## config.mk

```make
export PLATFORM = sky130hd
export DESIGN_NAME = ffha_ram
export DESIGN_NICKNAME = d
export VERILOG_FILES = /design/src/hw/rtl/ffha_ram.sv
export SDC_FILE = /design/constraint.sdc
export NUM_CORES = 1
export LEC_CHECK = 0
export ABC_AREA = 0
export BUFFER_PORTS_ARGS = -buffer_cell sky130_fd_sc_hd__buf_2
export CORE_UTILIZATION = 54
export DETAILED_ROUTE_END_ITERATION = 8
export GPL_TIMING_DRIVEN = 0
export PLACE_DENSITY = 0.8
export SKIP_LAST_GASP = 1
export SLEW_MARGIN = 15
export SYNTH_ARGS = -nofsm -noshare
export SYNTH_HDL_FRONTEND = slang
export SYNTH_SLANG_ARGS = --single-unit
```

## constraint.sdc

```tcl
create_clock -name clk -period 1.7 [get_ports clk]
set_clock_uncertainty 0.15 [all_clocks]
set_input_delay 0.17 -clock clk [delete_from_list [all_inputs] [get_ports clk]]
set_output_delay 0.17 -clock clk [all_outputs]
set_load 0.005 [all_outputs]
```

## src/hw/rtl/ffha_ram.sv

```systemverilog
// ----------------------------------------------------------------------------
// ffha_ram
// Generic single-write, single-read synchronous RAM with registered read.
// ----------------------------------------------------------------------------
module ffha_ram #(
  parameter int WIDTH = 8,
  parameter int DEPTH = 16
) (
  input  logic                     clk,
  input  logic                     we,
  input  logic [$clog2(DEPTH)-1:0] waddr,
  input  logic [WIDTH-1:0]         wdata,
  input  logic [$clog2(DEPTH)-1:0] raddr,
  output logic [WIDTH-1:0]         rdata
);

  logic [WIDTH-1:0] mem [DEPTH];

  always_ff @(posedge clk) begin
    if (we) begin
      mem[waddr] <= wdata;
    end
    rdata <= mem[raddr];
  end

endmodule

```

==> results.yml, run 1 <==
clock_network:
  post_cts_resized: 0
  cts_sinks: 136
  cts-buffers-inserted: 17
  clk_latency_ns: 0.51
  cts_setup_buffers: 0
  path_clk_slew_ns: 0.06
  cts_tree: "yes"
  cts_root_buf: "clkbuf_8"
  htreeDepth: 4
  ctsHoldBuffers: 10
  clk_path_buf_depth: 2
timing:
  slew_viol_final: 0
  hold_viol_final: 0
  fin_hold_ws_ns: 0.01103
  rsz0062_at_grt: "false"
  worst_pin_slew_ns: 0.8335
  setup_viol: 0
  fmaxAchievable_ghz: 0.6171
  max_slew_margin: 0.4423
  period_minus_slack_ns: 1.620
  fin_crit_sh: 0.9532
route:
  dr.pass1.iters: 5
  wl_per_cell_microns: 22.97
  ant_nets: 0
  postRouteWirelength_microns: 9738
  vias_per_cell: 5.802
  vias: 2460
  drt_iter0_markers: 187
  drc: 0
worst_setup_path:
  crit_start: "waddr[1]"
  ff2ff_setup_slack_ns: 0.09
  crit_type: "in2reg"
  cp-endpoint: "mem[0][4]"
  endpoint_kind: "flop"
  cp_max_fo: 8
  r2r_cells: 3
  crit_arrival_ns: 1.60
  crit_required_ns: 1.68
  regToRegStartpoint: "mem[5][0]"
  r2r-end: "rdata[0]"
  critPathLaunchType: "input port"
cells_and_area:
  fill_cells: 593
  nNetsFinal: 300
  regArea_sq_um: 4004
  area_growth_syn_to_layout_pct: 18.52
  diodes: 0
  drive_above_1_share: 0.3017
  fin_util: 0.6603
  final_cells: 424
  multi_input_area_sq_um: 1077
place:
  place_inst: 382
  io_buffers: 24
  place.gp.congestion: 0.7411
  dp_hpwl_microns: 5868
worst_hold_path:
  hp-class: "in2reg"
  holdPathStages: 2
yosys:
  async_flop_share: 0
  synthCells: 229
  synth_top_area_cell: "edfxtp_1"
  syn_avg_cell_area_sq_um: 22.48
  synth_edf_count: 128
  synth.cell_area_sq_um: 5147
  synthesis.nets: 247
  synth_cell_type_count: 19
  ys_seq_area_frac: 0.7778
  ys.flop_type: "edfxtp_1"
  synthMostInstantiatedCell: "edfxtp_1"
  netlist.area_leader.share: 0.7467
  synth_common_cells: "128 x edfxtp_1, 18 x mux4_2, 16 x a22oi_1"
  synth_seq_cells: 136
  synth_area_leaders: "edfxtp_1 75%, mux4_2 7.9%, mux4_1 7.1%, dfxtp_1 3.1%, a22oi_1 2.3%"
  ys.warnings.count: 0
global_route:
  grt_pass1_wl_microns: 14540
  grt_pass1_vias: 2526
  grt_antenna_before_repair: 0
  grt_max_degree: 17
  overflow: 0
  grt_use_total: 0.2193
floorplanning:
  core_area_sq_um: 9240
  die_x_microns: 99.64
  core.rowCount: 35
  io_pins: 26
  start_util: 0.5571
  chipHeight_microns: 99.64
  die_area_sq_um: 9927
power_and_ir_drop:
  ir_drop_v: 0.0006650
  p_leak_nw: 2.049
  power_density_nw_per_um2: 1227
  total_power_w: 0.007485
run_status:
  status: "finished, final reports clean"
job:
  cap_violations: 0
critical path, stage by stage:
cell           delay, ns
buf_2               0.15
dlygate4sd3_1       0.61
nor3_2              0.67
layout by cell type (no fill, tap or decap), drive strengths merged:
| cell type | instances |
|---|---|
| dfxtp | 8 |
| nand2b | 2 |
| inv | 3 |
| a22oi | 16 |
| nand3b | 2 |
| edfxtp | 128 |
| bufinv | 1 |
| buf | 31 |
| nand2 | 9 |
| clkinvlp | 4 |
| nand3 | 1 |
| clkinv | 6 |
| nor3 | 4 |
| nor2 | 13 |
| mux4 | 32 |
| clkbuf | 18 |
| and2 | 1 |
| dlygate4sd3 | 10 |
| clkdlybuf4s25 | 3 |
| and2b | 1 |
| nor2b | 1 |
| or3b | 1 |
registers in the layout, indices dropped and copies added, names as in the netlist:
name,count
mem,128
rdata,8
through the flow:
step                      area (sq um)  setup slack, ns  setup TNS, ns
after floorplan                   5152           0.1139              0
after global placement            5434          -0.3658         -14.83
after detailed placement          5434          -0.3844         -17.81
after CTS                         6086           0.1024              0
after global routing              6101          0.01955              0
final                             6101          0.07961              0
metal layers:
layer,global-route usage,vias up,part of all wire
met5,0,-,0
met4,0.1041,0,0.022
met3,0.05411,14,0.067
met2,0.3462,129,0.51
met1,0.2916,1234,0.40
li1,-,1083,-
cells by family (layout without fill, tap and decap cells):
logic type / after synthesis / count (layout) / share of synthesized area
DFF: 136 / 136 / 0.7778
and+or+nand+nor: 35 / 35 / 0.03184
muxes: 32 / 32 / 0.1502
AOI/OAI and AO/OA: 16 / 16 / 0.02334
buffers and inverters: 10 / 76 / 0.01677
where the power goes:
part | internal, W | switching (W)
sequential | 0.00375 | 0.0000185
clock | 0.00198 | 0.00137
combinational | 0.000164 | 0.000207
total | 0.00589 | 0.00159
layout make-up:
class	instances	share of cell area
plain buffers	10	0.01415
clock buffers	18	0.07014
clock inverters	14	0.02030
multi-input cells	83	0.1766
flip-flops and latches	136	0.6563
well taps	129	0.02646
repair buffers	34	0.03610
how the worst min path moves through the flow:
stage,from,end,slack [ns]
4_1_cts,raddr[1],rdata[7],0.007
5_1_grt,waddr[0],mem[4][7],0.01
6_report,waddr[0],mem[12][6],0.01
2_1_floorplan,wdata[0],mem[0][0],0.12
3_3_place_gp,rdata[6],rdata[6],0.40
3_5_place_dp,rdata[0],rdata[0],0.40
Note: power is estimated with default switching activity, not from simulation.
==> run 2, diff against run 1 <==
--- a/config.mk
+++ b/config.mk
@@ -7,10 +7,11 @@
 export LEC_CHECK = 0
 export ABC_AREA = 0
 export BUFFER_PORTS_ARGS = -buffer_cell sky130_fd_sc_hd__buf_2
+export CAP_MARGIN = 15
 export CORE_UTILIZATION = 54
 export DETAILED_ROUTE_END_ITERATION = 8
 export GPL_TIMING_DRIVEN = 0
-export PLACE_DENSITY = 0.8
+export PLACE_DENSITY_LB_ADDON = 0.12
 export SKIP_LAST_GASP = 1
 export SLEW_MARGIN = 15
 export SYNTH_ARGS = -nofsm -noshare
==> run 2 against run 1 <==
  * Maximum frequency grew 2.1%
  * Die area is the same
  * Cell count did not move
  * Highest routed layer unchanged
==> results.yml, run 2 (same netlist as run 1, synthesis figures left out) <==
run_status:
  status: "finished, final reports clean"
power_and_ir_drop:
  p_int_w: 0.006142
  clock_power_share: 0.461
  power_density_nw_per_um2: 1251
  total_power_w: 0.007674
  p_leak_nw: 2.056
  power_switching_share: 0.1997
  p_switching_w: 0.001532
  ir_drop_v: 0.0007835
  pwr-share-comb: 0.048
  p_seq_frac: 0.491
timing:
  worst_slack_ns: 0.1130
  worst_pin_slew_ns: 0.7966
  period_minus_slack_ns: 1.587
  fin_crit_sh: 0.9335
  hold_viol_final: 0
  slew_viol_final: 0
  fin_hold_ws_ns: 0.02570
  fmaxAchievable_ghz: 0.6301
  setup_viol: 0
  max_slew_margin: 0.4670
  rsz0062_at_grt: "false"
  setup_tns_ns: 0
route:
  postRouteWirelength_microns: 9523
  vias: 2400
  vias_per_cell: 5.660
  wl_per_cell_microns: 22.46
  dr.pass1.iters: 4
  drt_iter0_markers: 198
  ant_nets: 0
  drc: 0
cells_and_area:
  top_regs: "mem x128, rdata x8"
  drive_above_1_share: 0.2881
  area_growth_syn_to_layout_pct: 19.15
  fill_cells: 589
  largest_register_ffs: 128
  mostFrequentLayoutCells: "128 x edfxtp_1, 24 x buf_2, 18 x mux4_2"
  diodes: 0
  largest_register: "mem"
  nNetsFinal: 300
  layout_commonest_cell: "edfxtp_1"
  multi_input_area_sq_um: 1077
  regArea_sq_um: 4004
global_route:
  overflow: 0
  grt_antenna_before_repair: 0
  grt_use_total: 0.2168
  grt_pass1_wl_microns: 14330
  grt_max_degree: 17
  grt_pass1_vias: 2371
floorplanning:
  core.rowCount: 35
  die_area_sq_um: 9927
  start_util: 0.5571
  chipHeight_microns: 99.64
  die_x_microns: 99.64
  io_pins: 26
  core_area_sq_um: 9240
clock_network:
  htreeDepth: 4
  clk_latency_ns: 0.51
  path_clk_slew_ns: 0.06
  cts_root_buf: "clkbuf_8"
  clk_path_buf_depth: 2
  cts_tree: "yes"
  cts-buffers-inserted: 17
  cts_sinks: 136
worst_setup_path:
  crit_required_ns: 1.93
  critPathMaxStageDelay_ns: 0.52
  critPathLaunchType: "input port"
  crit_cells: 6
  r2r_cells: 3
  cpMaxStageDelayCell: "dlygate4sd3_1"
  cp_max_fo: 10
  crit_chain: "dlygate4sd3_1 -> buf_2 -> clkbuf_4 -> mux4_2 -> a22oi_1 -> nand2_1"
  crit_buf_inv: 3
  crit_type: "in2reg"
  crit_arrival_ns: 1.81
  cpLargestDelayFamily: "buffers and inverters"
  endpoint_kind: "flop"
place:
  dp_hpwl_microns: 5875
  post-place-ws_ns: -0.3261
  place.gp.congestion: 0.6839
  io_buffers: 24
worst_hold_path:
  holdPathStages: 4
  hp-class: "in2reg"
job:
  cap_violations: 0
[run 2: metal layers]
layer	vias to the layer above	routed length [microns]	GRT usage
met3	2	658	0.05271
met5	-	0	0
met2	83	4663	0.3141
met4	0	42	0.08145
li1	1079	-	-
met1	1236	4158	0.3250
[run 2: tightest hold or removal path, cell delays in order]
cell and delay (ns):
buf_6 0.10, mux4_2 0.21, a22oi_1 0.10, nand2_1 0.07
[run 2: path summary, 6_finish.rpt]
check | start | to | slack, ns
setup / recovery | raddr[1] | rdata[6] | 0.11
hold reg to reg | mem[11][1] | rdata[1] | 0.53
hold / removal | raddr[0] | rdata[7] | 0.03
setup reg to reg | mem[7][6] | rdata[6] | 0.20
[run 2: through the flow]
stage	cells	util	cell area (sq um)
detailed placement	382	0.5892	5444
finish	424	0.6638	6133
floorplan	229	-	5152
CTS	424	0.6624	6121
global placement	382	0.5881	5434
global route	424	0.6638	6133
[run 2: repair_timing]
action	4_1_cts	5_1_grt
endpoints found under the setup margin	0	3
buffers inserted	0	0
hold endpoints to repair	129	0
hold buffers	10	0
gates resized for setup	0	3
[run 2: power groups by stage]
stage	Sequential [W]	Combinational, W	Clock, W
floorplan	0.00384	0.000191	0
global placement	0.00383	0.000347	0
detailed placement	0.00384	0.000357	0
CTS	0.00377	0.000376	0.00357
global route	0.00377	0.000404	0.00374
finish	0.00377	0.000372	0.00354
[run 2: final cells by class]
type | instances | share of cell area
Sequential cell | 136 | 0.6528
Multi-Input combinational cell | 83 | 0.1756
Clock buffer | 20 | 0.06936
Timing Repair Buffer | 34 | 0.03590
Tap cell | 129 | 0.02632
Clock inverter | 12 | 0.02468
Buffer | 10 | 0.01530
==> run 3, diff against run 2 <==
--- a/config.mk
+++ b/config.mk
@@ -6,7 +6,7 @@
 export NUM_CORES = 1
 export LEC_CHECK = 0
 export ABC_AREA = 0
-export BUFFER_PORTS_ARGS = -buffer_cell sky130_fd_sc_hd__buf_2
+export BUFFER_PORTS_ARGS = -buffer_cell sky130_fd_sc_hd__clkbuf_2
 export CAP_MARGIN = 15
 export CORE_UTILIZATION = 54
 export DETAILED_ROUTE_END_ITERATION = 8
==> run 3 against run 2 <==
  * Via count is essentially flat
  * Sequential power is essentially flat
  * Power grew 5.0%
  * Cell count is the same
  * Core utilization grew 0.61 points
  * Largest cell class unchanged
  * Highest routed layer unchanged
==> results.yml, run 3 (same netlist as run 1, synthesis figures left out) <==
cells_and_area:
  drive_above_1_share: 0.2983
  top_regs: "mem x128, rdata x8"
  largest_register: "mem"
  fill_cells: 599
  regArea_sq_um: 4004
  nNetsFinal: 300
  layout_commonest_cell: "edfxtp_1"
  fin_util: 0.6699
  mostFrequentLayoutCells: "128 x edfxtp_1, 24 x clkbuf_2, 18 x mux4_2"
  area_growth_syn_to_layout_pct: 20.25
  largest_register_ffs: 128
  diodes: 0
  multi_input_area_sq_um: 1077
route:
  vias_per_cell: 5.658
  drc: 0
  ant_nets: 0
  wl_per_cell_microns: 23.05
  dr.pass1.iters: 4
  postRouteWirelength_microns: 9773
  drt_iter0_markers: 234
  vias: 2399
timing:
  fmaxAchievable_ghz: 0.6538
  rsz0062_at_grt: "false"
  fin_crit_sh: 0.8997
  slew_viol_final: 0
  max_slew_margin: 0.4551
  hold_viol_final: 0
  period_minus_slack_ns: 1.530
  setup_viol: 0
  worst_pin_slew_ns: 0.8143
global_route:
  overflow: 0
  grt_antenna_before_repair: 0
  grt_use_total: 0.2228
  grt_pass1_wl_microns: 14590
  grt_max_degree: 17
  grt_pass1_vias: 2381
job:
  cap_violations: 0
floorplanning:
  chipHeight_microns: 99.64
  core_area_sq_um: 9240
  die_x_microns: 99.64
  core.rowCount: 35
  start_util: 0.5571
  die_area_sq_um: 9927
  io_pins: 26
worst_setup_path:
  critPathLaunchType: "flop"
  ff2ff_setup_slack_ns: 0.17
  crit_buf_inv: 0
  crit_required_ns: 1.94
  critPathMaxStageDelay_ns: 0.51
  cp_max_fo: 1
  cpLargestDelayFamily: "multiplexers"
  crit_arrival_ns: 1.77
  endpoint_kind: "flop"
  crit_chain: "mux4_2 -> a22oi_1 -> nand2_1"
  cpMaxStageDelayCell: "mux4_2"
  crit_type: "reg2reg"
place:
  io_buffers: 24
  place.gp.congestion: 0.6826
  dp_hpwl_microns: 5943
clock_network:
  post_cts_resized: 0
  cts_root_buf: "clkbuf_8"
  cts_sinks: 136
  path_clk_slew_ns: 0.06
  cts_setup_buffers: 0
  clk_latency_ns: 0.51
  cts-buffers-inserted: 17
  clk_path_buf_depth: 2
  cts_tree: "yes"
  htreeDepth: 4
run_status:
  status: "finished, final reports clean"
worst_hold_path:
  hp-class: "in2reg"
power_and_ir_drop:
  power_density_nw_per_um2: 1301
  ir_drop_v: 0.0007556
  p_leak_nw: 2.094
  total_power_w: 0.008056
run 3: repair_timing:
action / 4_1_cts / 5_1_grt
endpoints found under the hold margin: 127 / 0
setup endpoints to repair: 0 / 0
hold buffers: 10 / 0
run 3: area by class of cell:
| class | instances | share of cell area |
|---|---|---|
| clock buffers | 18 | 0.06752 |
| clock inverters | 14 | 0.03598 |
| multi-input cells | 83 | 0.1740 |
| well taps | 129 | 0.02608 |
| plain buffers | 10 | 0.01395 |
| flip-flops and latches | 136 | 0.6469 |
| repair buffers | 34 | 0.03558 |
run 3: per-layer routing:
layer  wire length [microns]  share of wire  track usage
met5                       0              0            0
met4                     147          0.015      0.09615
met3                     580          0.059      0.04849
met2                    4579           0.47       0.3162
met1                    4466           0.46       0.3389
run 3: worst reg2reg max path: stages (launching register included):
cell	delay, ns
edfxtp_1	0.37
mux4_2	0.51
a22oi_1	0.26
nand2_1	0.12
run 3: worst paths after layout:
check	to	cells after the start	start
max	rdata[4]	3	mem[7][4]
min	rdata[7]	4	raddr[0]
max reg2reg	rdata[4]	3	mem[7][4]
min reg2reg	rdata[5]	3	mem[8][5]
run 3: per-stage QoR:
step / hold slack, ns / TNS [ns] / setup WS, ns / area [sq um] / instances
finish: 0.02455 / 0 / 0.1705 / 6190 / 424
global route: 0.05123 / 0 / 0.1015 / 6190 / 424
CTS: 0.01377 / 0 / 0.1652 / 6185 / 424
detailed placement: 0.3917 / -14.62 / -0.2991 / 5444 / 382
global placement: 0.3916 / -17.80 / -0.4072 / 5434 / 382
floorplan: 0.1189 / 0 / 0.1139 / 5152 / 229
run 3: power by group:
group / switching, W / total, W / internal (W)
logic: 0.000210 / 0.000373 / 0.000163
registers: 0.0000179 / 0.00377 / 0.00375
clock network: 0.00137 / 0.00392 / 0.00254
total: 0.00160 / 0.00806 / 0.00645
